[src/rtl/bds_pkg.sv]
// Shared types, constants and helpers for the 3x3 box downsampler.
package bds_pkg;

   localparam int MAX_WIDTH_DEF = 4096;
   localparam int MAX_HEIGHT    = 4096;
   localparam int ROW_W         = 12;
   localparam int CH_W          = 8;
   localparam int SUM_W         = 12;
   localparam int NUM_CH        = 3;
   localparam int CFG_W         = 13;
   localparam int CSR_IDX_W     = 2;
   localparam int LINE_W        = SUM_W * NUM_CH;
   localparam int PIX_W         = CH_W * NUM_CH;

   // 2^16 / 9 rounded up; exact for all sums below 4096
   localparam logic [12:0] DIV9_RECIP = 13'd7282;

   typedef enum logic [CSR_IDX_W-1:0] {
      CSR_FRAME_WIDTH  = 2'd0,
      CSR_FRAME_HEIGHT = 2'd1
   } csr_index_type;

   typedef logic [1:0] weight_type;

   typedef struct packed {
      logic       first_col;
      logic       first_row;
      weight_type hw;
      weight_type vw;
   } lane_ctrl_type;

   // weight of a sample: the last column or row is repeated to fill the block
   function automatic weight_type block_weight(input logic last, input logic [1:0] pos);
      weight_type w;
      w = last ? weight_type'(2'd3 - pos) : weight_type'(2'd1);
      return w;
   endfunction

   function automatic logic [CH_W-1:0] div9(input logic [SUM_W-1:0] x);
      logic [24:0] p;
      p = 25'(x) * 25'(DIV9_RECIP);
      return p[23:16];
   endfunction

endpackage

[src/rtl/bds_lane.sv]
// One color channel: horizontal sum, vertical sum and divide by nine.
module bds_lane (
   input  bds_pkg::lane_ctrl_type           ctrl,
   input  logic [bds_pkg::CH_W-1:0]         pix,
   input  logic [bds_pkg::SUM_W-1:0]        row_partial,
   input  logic [bds_pkg::SUM_W-1:0]        col_partial,
   output logic [bds_pkg::SUM_W-1:0]        row_sum,
   output logic [bds_pkg::SUM_W-1:0]        col_sum,
   output logic [bds_pkg::CH_W-1:0]         avg
);

   logic [bds_pkg::SUM_W-1:0] pix_w;
   logic [bds_pkg::SUM_W-1:0] row_w;

   always_comb begin
      pix_w   = bds_pkg::SUM_W'(pix) * bds_pkg::SUM_W'(ctrl.hw);
      row_sum = (ctrl.first_col ? '0 : row_partial) + pix_w;
      row_w   = row_sum * bds_pkg::SUM_W'(ctrl.vw);
      col_sum = (ctrl.first_row ? '0 : col_partial) + row_w;
      avg     = bds_pkg::div9(col_sum);
   end

endmodule

[config.mk]
export PLATFORM = sky130hd
export DESIGN_NAME = bds_lane
export DESIGN_NICKNAME = d
export VERILOG_FILES = /design/src/rtl/bds_pkg.sv /design/src/rtl/bds_lane.sv
export SDC_FILE = /design/constraint.sdc
export NUM_CORES = 1
export LEC_CHECK = 0
export ABC_AREA = 1
export BUFFER_PORTS_ARGS = -buffer_cell sky130_fd_sc_hd__buf_2
export CORE_ASPECT_RATIO = 0.8
export CORE_UTILIZATION = 25
export DETAILED_ROUTE_END_ITERATION = 10
export GPL_ROUTABILITY_DRIVEN = 0
export PLACE_DENSITY_LB_ADDON = 0.05
export SLEW_MARGIN = 5
export SYNTH_ARGS = -nofsm -noshare
export SYNTH_HDL_FRONTEND = slang
export SYNTH_SLANG_ARGS = --single-unit
[constraint.sdc]
create_clock -name vclk -period 14.9
set_clock_uncertainty 0.15 [all_clocks]
set_input_delay 2.98 -clock vclk [all_inputs]
set_output_delay 2.98 -clock vclk [all_outputs]
set_load 0.01 [all_outputs]
Word level (Yosys, flattened, before mapping):

Cells that the tools add are included.

* multiply operators: 3
* add/subtract/negate cells: 2
* multiplexer cells: 2

Operator list (number)
* 12-bit two-way mux: 2
* 12-bit by 12-bit multiplier with 23-bit output (second input constant): 1
* 12-bit by 10-bit adder with 12-bit output: 1
* 12-bit adder: 1
* 12-bit by 2-bit multiplier with 12-bit output: 1
* 8-bit by 2-bit multiplier with 10-bit output: 1

* word-level logic and storage cells: 7
* register bits after elaboration: 0
* input port bits: 38

Logic depth before layout (Yosys ltp):

Gate-level depths: netlist (run 1).

* depth in word-level cells: 5
* mapped depth: 44
* mapped depth without buffers: 44

Worst setup path before layout (run 1):

Ideal clock, no wire load.

* path kind: input to output
* start: in ctrl[3] in the netlist's numbering
* end: out avg[7] in the netlist's numbering
* data arrival time: 10.769 ns
* path buffers: 1
* path slack: 1.001 ns
* stages: 38
* path through: clkbuf_1 -> nand2_1 -> fa_1 -> inv_1 -> ha_1 -> inv_1 -> fa_1 -> o21bai_1 -> xor2_1 -> nand2_1 -> fa_1 -> inv_1 -> ha_1 -> inv_1 -> nor3_1 -> a21oi_1 -> o21bai_1 -> xor2_1 -> (+2 left out) -> inv_1 -> ha_1 -> inv_1 -> fa_1 -> inv_1 -> fa_1 -> inv_1 -> fa_1 -> inv_1 -> ha_1 -> nand2_1 -> inv_1 -> a21oi_1 -> a21oi_1 -> a211oi_1 -> nand2_1 -> nand2_1 -> nand2_1

* cells in the longest elaborated chain, start to end: 5

Ends and longest elaborated chain
* from (decl): line bds_lane.sv:3 `input bds_pkg::lane_ctrl_type ctrl,`
* 8-bit by 2-bit multiplier with 10-bit output: line bds_lane.sv:16 `pix_w = bds_pkg::SUM_W'(pix) * bds_pkg::SUM_W'(ctrl.hw);`
* 12-bit by 10-bit adder with 12-bit output: line bds_lane.sv:17 `row_sum = (ctrl.first_col ? '0 : row_partial) + pix_w;`
* via row_sum, one bit: line bds_lane.sv:7 `output logic [bds_pkg::SUM_W-1:0] row_sum,`
* 12-bit by 2-bit multiplier with 12-bit output: line bds_lane.sv:18 `row_w = row_sum * bds_pkg::SUM_W'(ctrl.vw);`
* 12-bit adder: line bds_lane.sv:19 `col_sum = (ctrl.first_row ? '0 : col_partial) + row_w;`
* via col_sum, one bit: line bds_lane.sv:8 `output logic [bds_pkg::SUM_W-1:0] col_sum,`
* 12-bit by 12-bit multiplier with 23-bit output: line bds_pkg.sv:41 `p = 25'(x) * 25'(DIV9_RECIP);`
* to (decl): line bds_lane.sv:9 `output logic [bds_pkg::CH_W-1:0] avg`

The timed path passes the listed nets, and every way through them passes these cells.

Final worst setup path (run 1):

* start: in ctrl[5] in the netlist's numbering
* end: out avg[4] in the netlist's numbering

* cells in the longest elaborated chain, start to end: 5

Ends and longest elaborated chain (line)
* 12-bit two-way mux: bds_lane.sv:17
* 12-bit by 10-bit adder with 12-bit output: bds_lane.sv:17
* 12-bit by 2-bit multiplier with 12-bit output: bds_lane.sv:18
* 12-bit adder: bds_lane.sv:19
* 12-bit by 12-bit multiplier with 23-bit output: bds_pkg.sv:41

Every way passes these cells.

==> flow_summary.yaml, run 1 <==
status:
  status: "finished clean"
job:
  cap_violations: 0
cells_and_area:
  seq_area_um2: 0
  n_clock_buffer: 0
  post-route-util_pct: 29.7
  nNetsFinal: 838
  multi_input_area_mm2: 0.00349
  area_growth_pct: 15.4
  fin_cells: 880
  drive_gt1_share_pct: 12.5
  design_area_mm2: 0.00470
  nFillCells: 1793
  seq_cell_count: 0
  diodes: 0
placement:
  placedCellCount: 878
  dpl_cell_area_mm2: 0.00468
  dp_hpwl_mm: 10.4
  port_buffers: 70
sta:
  setup_viol_count_final: 0
  worst_pin_slew_ns: 0.661
  fin_crit_ns: 14.20
  final-hold-violation-count: 0
  period_share_pct: 95.3
  rsz0062_at_grt: "no"
  slew_viol_final: 0
  slew_headroom_pct: 55.8
  fin_tns_setup_ns: 0
  fmax_ghz: 0.0704
setup_path:
  critical-path-max-stage-delay_ns: 0.55
  worstPathArrival_ns: 11.07
  crit_path_frequent_cell: "inv_1"
  path_class: "primary input to primary output"
  cp_slowest_cell: "fa_1"
  worstSetupStartpointType: "primary input"
  end_kind: "primary output"
  crit_required_ns: 11.77
  path_max_fanout: 9
yosys:
  ys_top_cells_by_count: "nand2_1 (155), inv_1 (151), ha_1 (88)"
  synth_top_area_share_pct: 27.0
  synth_area_leaders: "ha_1 (27%), fa_1 (22%), nand2_1 (14%), inv_1 (14%), xor2_1 (4.1%)"
  ys_seq_area_share_pct: 0
  syn_area_mm2: 0.00408
  ys_warn_count: 0
  yosys.area.top_type: "ha_1"
  yosysMostFrequentCell: "nand2_1"
  post_synth_num_cell_types: 26
  syn_nets: 769
  syn_avg_cell_area_um2: 6.81
  syn_inst: 598
floorplan:
  dieArea_mm2: 0.0168
  core-area_mm2: 0.0159
  die_w_um: 145
  start_util_pct: 25.7
  core.rowCount: 41
  ios: 70
  die_height_um: 116
detailed_routing:
  first_iter_violations: 220
  post_drt_wl_per_cell_um: 12.7
  vias: 3808
  ant_nets: 0
  drc_errors: 0
  drt_wl_total_mm: 11.2
  first_pass_iters: 6
  avgViaCountPerCell: 4.33
hold_path:
  min_path_type: "primary input to primary output"
global_route:
  grt_pass1_vias: 3808
  grt_overflow_total: 0
  grt_pass1_wl_mm: 19.0
  antenna_found_initial: 0
  grtUsageTotal_pct: 14.3
  grt_max_degree: 14
==> path summary, 6_finish.rpt <==
kind	from	end	slack [ns]	cells past startpoint
min	row_partial[11]	row_sum[11]	6.27	5
max	ctrl[5]	avg[4]	0.70	38
==> worst max-delay path: cells and delay by family <==
family	cells	cell delay (ns)
AO/OA/AOI/OAI	7	1.18
XOR/XNOR	3	0.66
adder cells (fa/ha/maj)	11	4.58
buffers and inverters	13	1.09
AND/OR/NAND/NOR	4	0.57
==> kinds of logic after synthesis <==
logic type / Yosys count / synth area share [%]
simple gates: 225 / 22.5
compound gates: 57 / 8.07
buf+inv: 158 / 14.6
fa+ha+maj: 133 / 49.1
xor+xnor: 25 / 5.74
==> layout make-up <==
cell class	count	area share (%)
repair buffers	72	7.77
well taps	215	5.72
multi-input cells	440	74.3
inverters	153	12.2
==> layout by cell type, fill, tap and decap left out, types with 2 or more instances in the layout <==
| cell | netlist | final |
|---|---|---|
| inv_2 | 2 | 2 |
| nand2_1 | 155 | 155 |
| inv_1 | 151 | 151 |
| buf_2 | 0 | 70 |
| xor2_1 | 19 | 18 |
| nand3_1 | 32 | 32 |
| a21oi_1 | 27 | 27 |
| a211oi_1 | 2 | 2 |
| nor2_1 | 26 | 26 |
| a21o_1 | 6 | 6 |
| buf_4 | 0 | 2 |
| fa_1 | 45 | 45 |
| nor3_1 | 6 | 5 |
| nand4_1 | 2 | 2 |
| o21bai_1 | 5 | 5 |
| xor2_2 | 2 | 3 |
| a31oi_1 | 3 | 3 |
| xnor2_1 | 4 | 4 |
| o21ai_0 | 11 | 11 |
| ha_1 | 88 | 88 |
==> stage by stage <==
stage               hold slack [ns]  setup slack [ns]
floorplan                      6.02              1.00
global placement               6.29             0.684
detailed placement             6.28             0.492
CTS                            6.28             0.494
global route                   6.32            0.0155
finish                         6.27             0.702
==> per-layer routing <==
metal,global-route usage [%],vias up,part of all wire [%]
met4,0,0,0
met3,0.164,0,3.9
met1,25.0,1754,62
li1,-,1972,-
met5,0,-,0
met2,19.9,82,34
==> timing repair <==
item | CTS | global route
hold buffers | 0 | 0
buffers inserted | 0 | 2
resized for setup | 0 | 2
endpoints found under the setup margin | 0 | 4
Power of run 1 is left out: the tool's default activity adds up to more than one toggle a clock period on the data nets, which glitch-free logic cannot reach.
==> inputs of run 2 (changes only) <==
--- a/config.mk
+++ b/config.mk
@@ -5,8 +5,9 @@
 export SDC_FILE = /design/constraint.sdc
 export NUM_CORES = 1
 export LEC_CHECK = 0
-export ABC_AREA = 1
+export ABC_AREA = 0
 export BUFFER_PORTS_ARGS = -buffer_cell sky130_fd_sc_hd__buf_2
+export CAP_MARGIN = 40
 export CORE_ASPECT_RATIO = 0.8
 export CORE_UTILIZATION = 25
 export DETAILED_ROUTE_END_ITERATION = 10
==> flow_summary.yaml, run 2 <==
cells_and_area:
  nNetsFinal: 706
  diodes: 0
  seq_cell_count: 0
  layout_commonest_cell: "inv_1"
  area_growth_pct: 17.4
  seq_area_um2: 0
  drive_gt1_share_pct: 17.6
  final_cell_mix: "inv_1 (108), ha_1 (88), buf_2 (69)"
  n_clock_buffer: 0
yosys:
  synth_top_area_share_pct: 29.0
  yosysMostFrequentCell: "inv_1"
  ys_top_cells_by_count: "inv_1 (109), ha_1 (88), fa_1 (45), nand2_1 (45), xnor2_1 (25)"
  ys_warn_count: 0
  syn_nets: 634
  post_synth_num_cell_types: 43
  syn_avg_cell_area_um2: 8.21
  syn_inst: 463
  syn_area_mm2: 0.00380
  yosys.area.top_type: "ha_1"
  ys_seq_area_share_pct: 0
  synth_area_leaders: "ha_1 (29%), fa_1 (24%), inv_1 (11%), xnor2_1 (5.8%), nand2_1 (4.4%)"
floorplan:
  die_w_um: 140
  start_util_pct: 26.1
  die_height_um: 112
  core-area_mm2: 0.0145
  ios: 70
  dieArea_mm2: 0.0157
  core.rowCount: 39
detailed_routing:
  post_drt_wl_per_cell_um: 13.0
  vias: 3153
  first_iter_violations: 114
  drt_wl_total_mm: 9.33
  drc_errors: 0
  ant_nets: 0
  first_pass_iters: 5
  avgViaCountPerCell: 4.40
global_route:
  grt_overflow_total: 0
  antenna_found_initial: 0
  grt_max_degree: 15
  grt_pass1_wl_mm: 15.2
  grtUsageTotal_pct: 12.0
  grt_pass1_vias: 2908
job:
  cap_violations: 0
sta:
  rsz0062_at_grt: "no"
  slew_viol_final: 0
  slew_headroom_pct: 50.6
  worst_pin_slew_ns: 0.735
  fin_crit_ns: 14.43
  fin_tns_setup_ns: 0
  final-hold-violation-count: 0
  fmax_ghz: 0.0693
  period_share_pct: 96.9
  setup_viol_count_final: 0
setup_path:
  crit_required_ns: 11.77
  worstSetupStartpointType: "primary input"
  path_max_fanout: 14
  end_kind: "primary output"
  worstPathArrival_ns: 11.30
  path_class: "primary input to primary output"
  cp_slowest_cell: "fa_1"
  critical-path-max-stage-delay_ns: 0.51
hold_path:
  min_path_type: "primary input to primary output"
status:
  status: "finished clean"
placement:
  dp_hpwl_mm: 8.73
  port_buffers: 70
-- run 2: changes by cell type after synthesis, moves of 3 or more --
cell	change
nand4_1	+3
a21o_1	+7
nand2b_1	+22
inv_1	-42
nor3_1	-3
nor2b_1	+6
and2_1	+4
a21oi_1	-5
xor2_1	-9
xnor2_1	+21
nand2_1	-110
nand3_1	-30
nor2_1	-15
-- run 2: final cells by class --
cell class,count,area [um^2]
Multi-Input combinational cell,349,3430
Timing Repair Buffer,75,390
Tap cell,184,230
Fill cell,1633,10100
Inverter,109,409
-- run 2: path summary, 6_finish.rpt --
check,depth (start not counted),endpoint,slack (ns),startpoint
max,38,avg[6],0.47,ctrl[5]
min,3,row_sum[11],6.20,ctrl[5]
-- run 2: stage by stage --
stage	setup slack (ns)	std cells	area, um^2	hold WS [ns]	utilization, %
after floorplan	0.734	463	3800	5.96	-
after global placement	0.253	716	4390	6.20	30.2
after detailed placement	0.129	716	4390	6.21	30.2
after CTS	0.0786	716	4390	6.21	30.2
after global routing	0.00104	717	4460	6.25	30.7
final	0.469	717	4460	6.20	30.7
-- run 2: critical path: cells and delay by family --
family / cells / cell delay [ns]
buffers and inverters: 7 / 0.62
and+or+nand+nor: 8 / 1.03
AOI/OAI and AO/OA: 9 / 1.95
xor gates and xnor gates: 3 / 0.48
adders and majority gates: 11 / 4.21
-- run 2: cell families after synthesis --
group,count (synthesis),synth area share (%)
AO/OA/AOI/OAI,70,12.0
XOR/XNOR,37,9.08
adder cells (fa/ha/maj),133,52.6
buffers and inverters,114,11.3
multiplexers,3,0.856
AND/OR/NAND/NOR,106,14.1
-- run 2: timing repair --
| item | 4_1_cts | 5_1_grt |
|---|---|---|
| hold buffers | 0 | 0 |
| gates resized for setup | 0 | 17 |
| buffers inserted | 0 | 1 |
| endpoints found under the setup margin | 0 | 8 |
-- run 2: layer usage --
metal / vias to the layer above / part of all wire [%] / track usage (%) / routed length, um
met5: - / 0 / 0 / 0
met4: 0 / 0 / 0 / 0
met3: 0 / 2.7 / 0.427 / 254
met2: 44 / 36 / 15.1 / 3400
met1: 1485 / 61 / 21.9 / 5670
li1: 1624 / - / - / -
Power of run 2 is left out for the same reason.
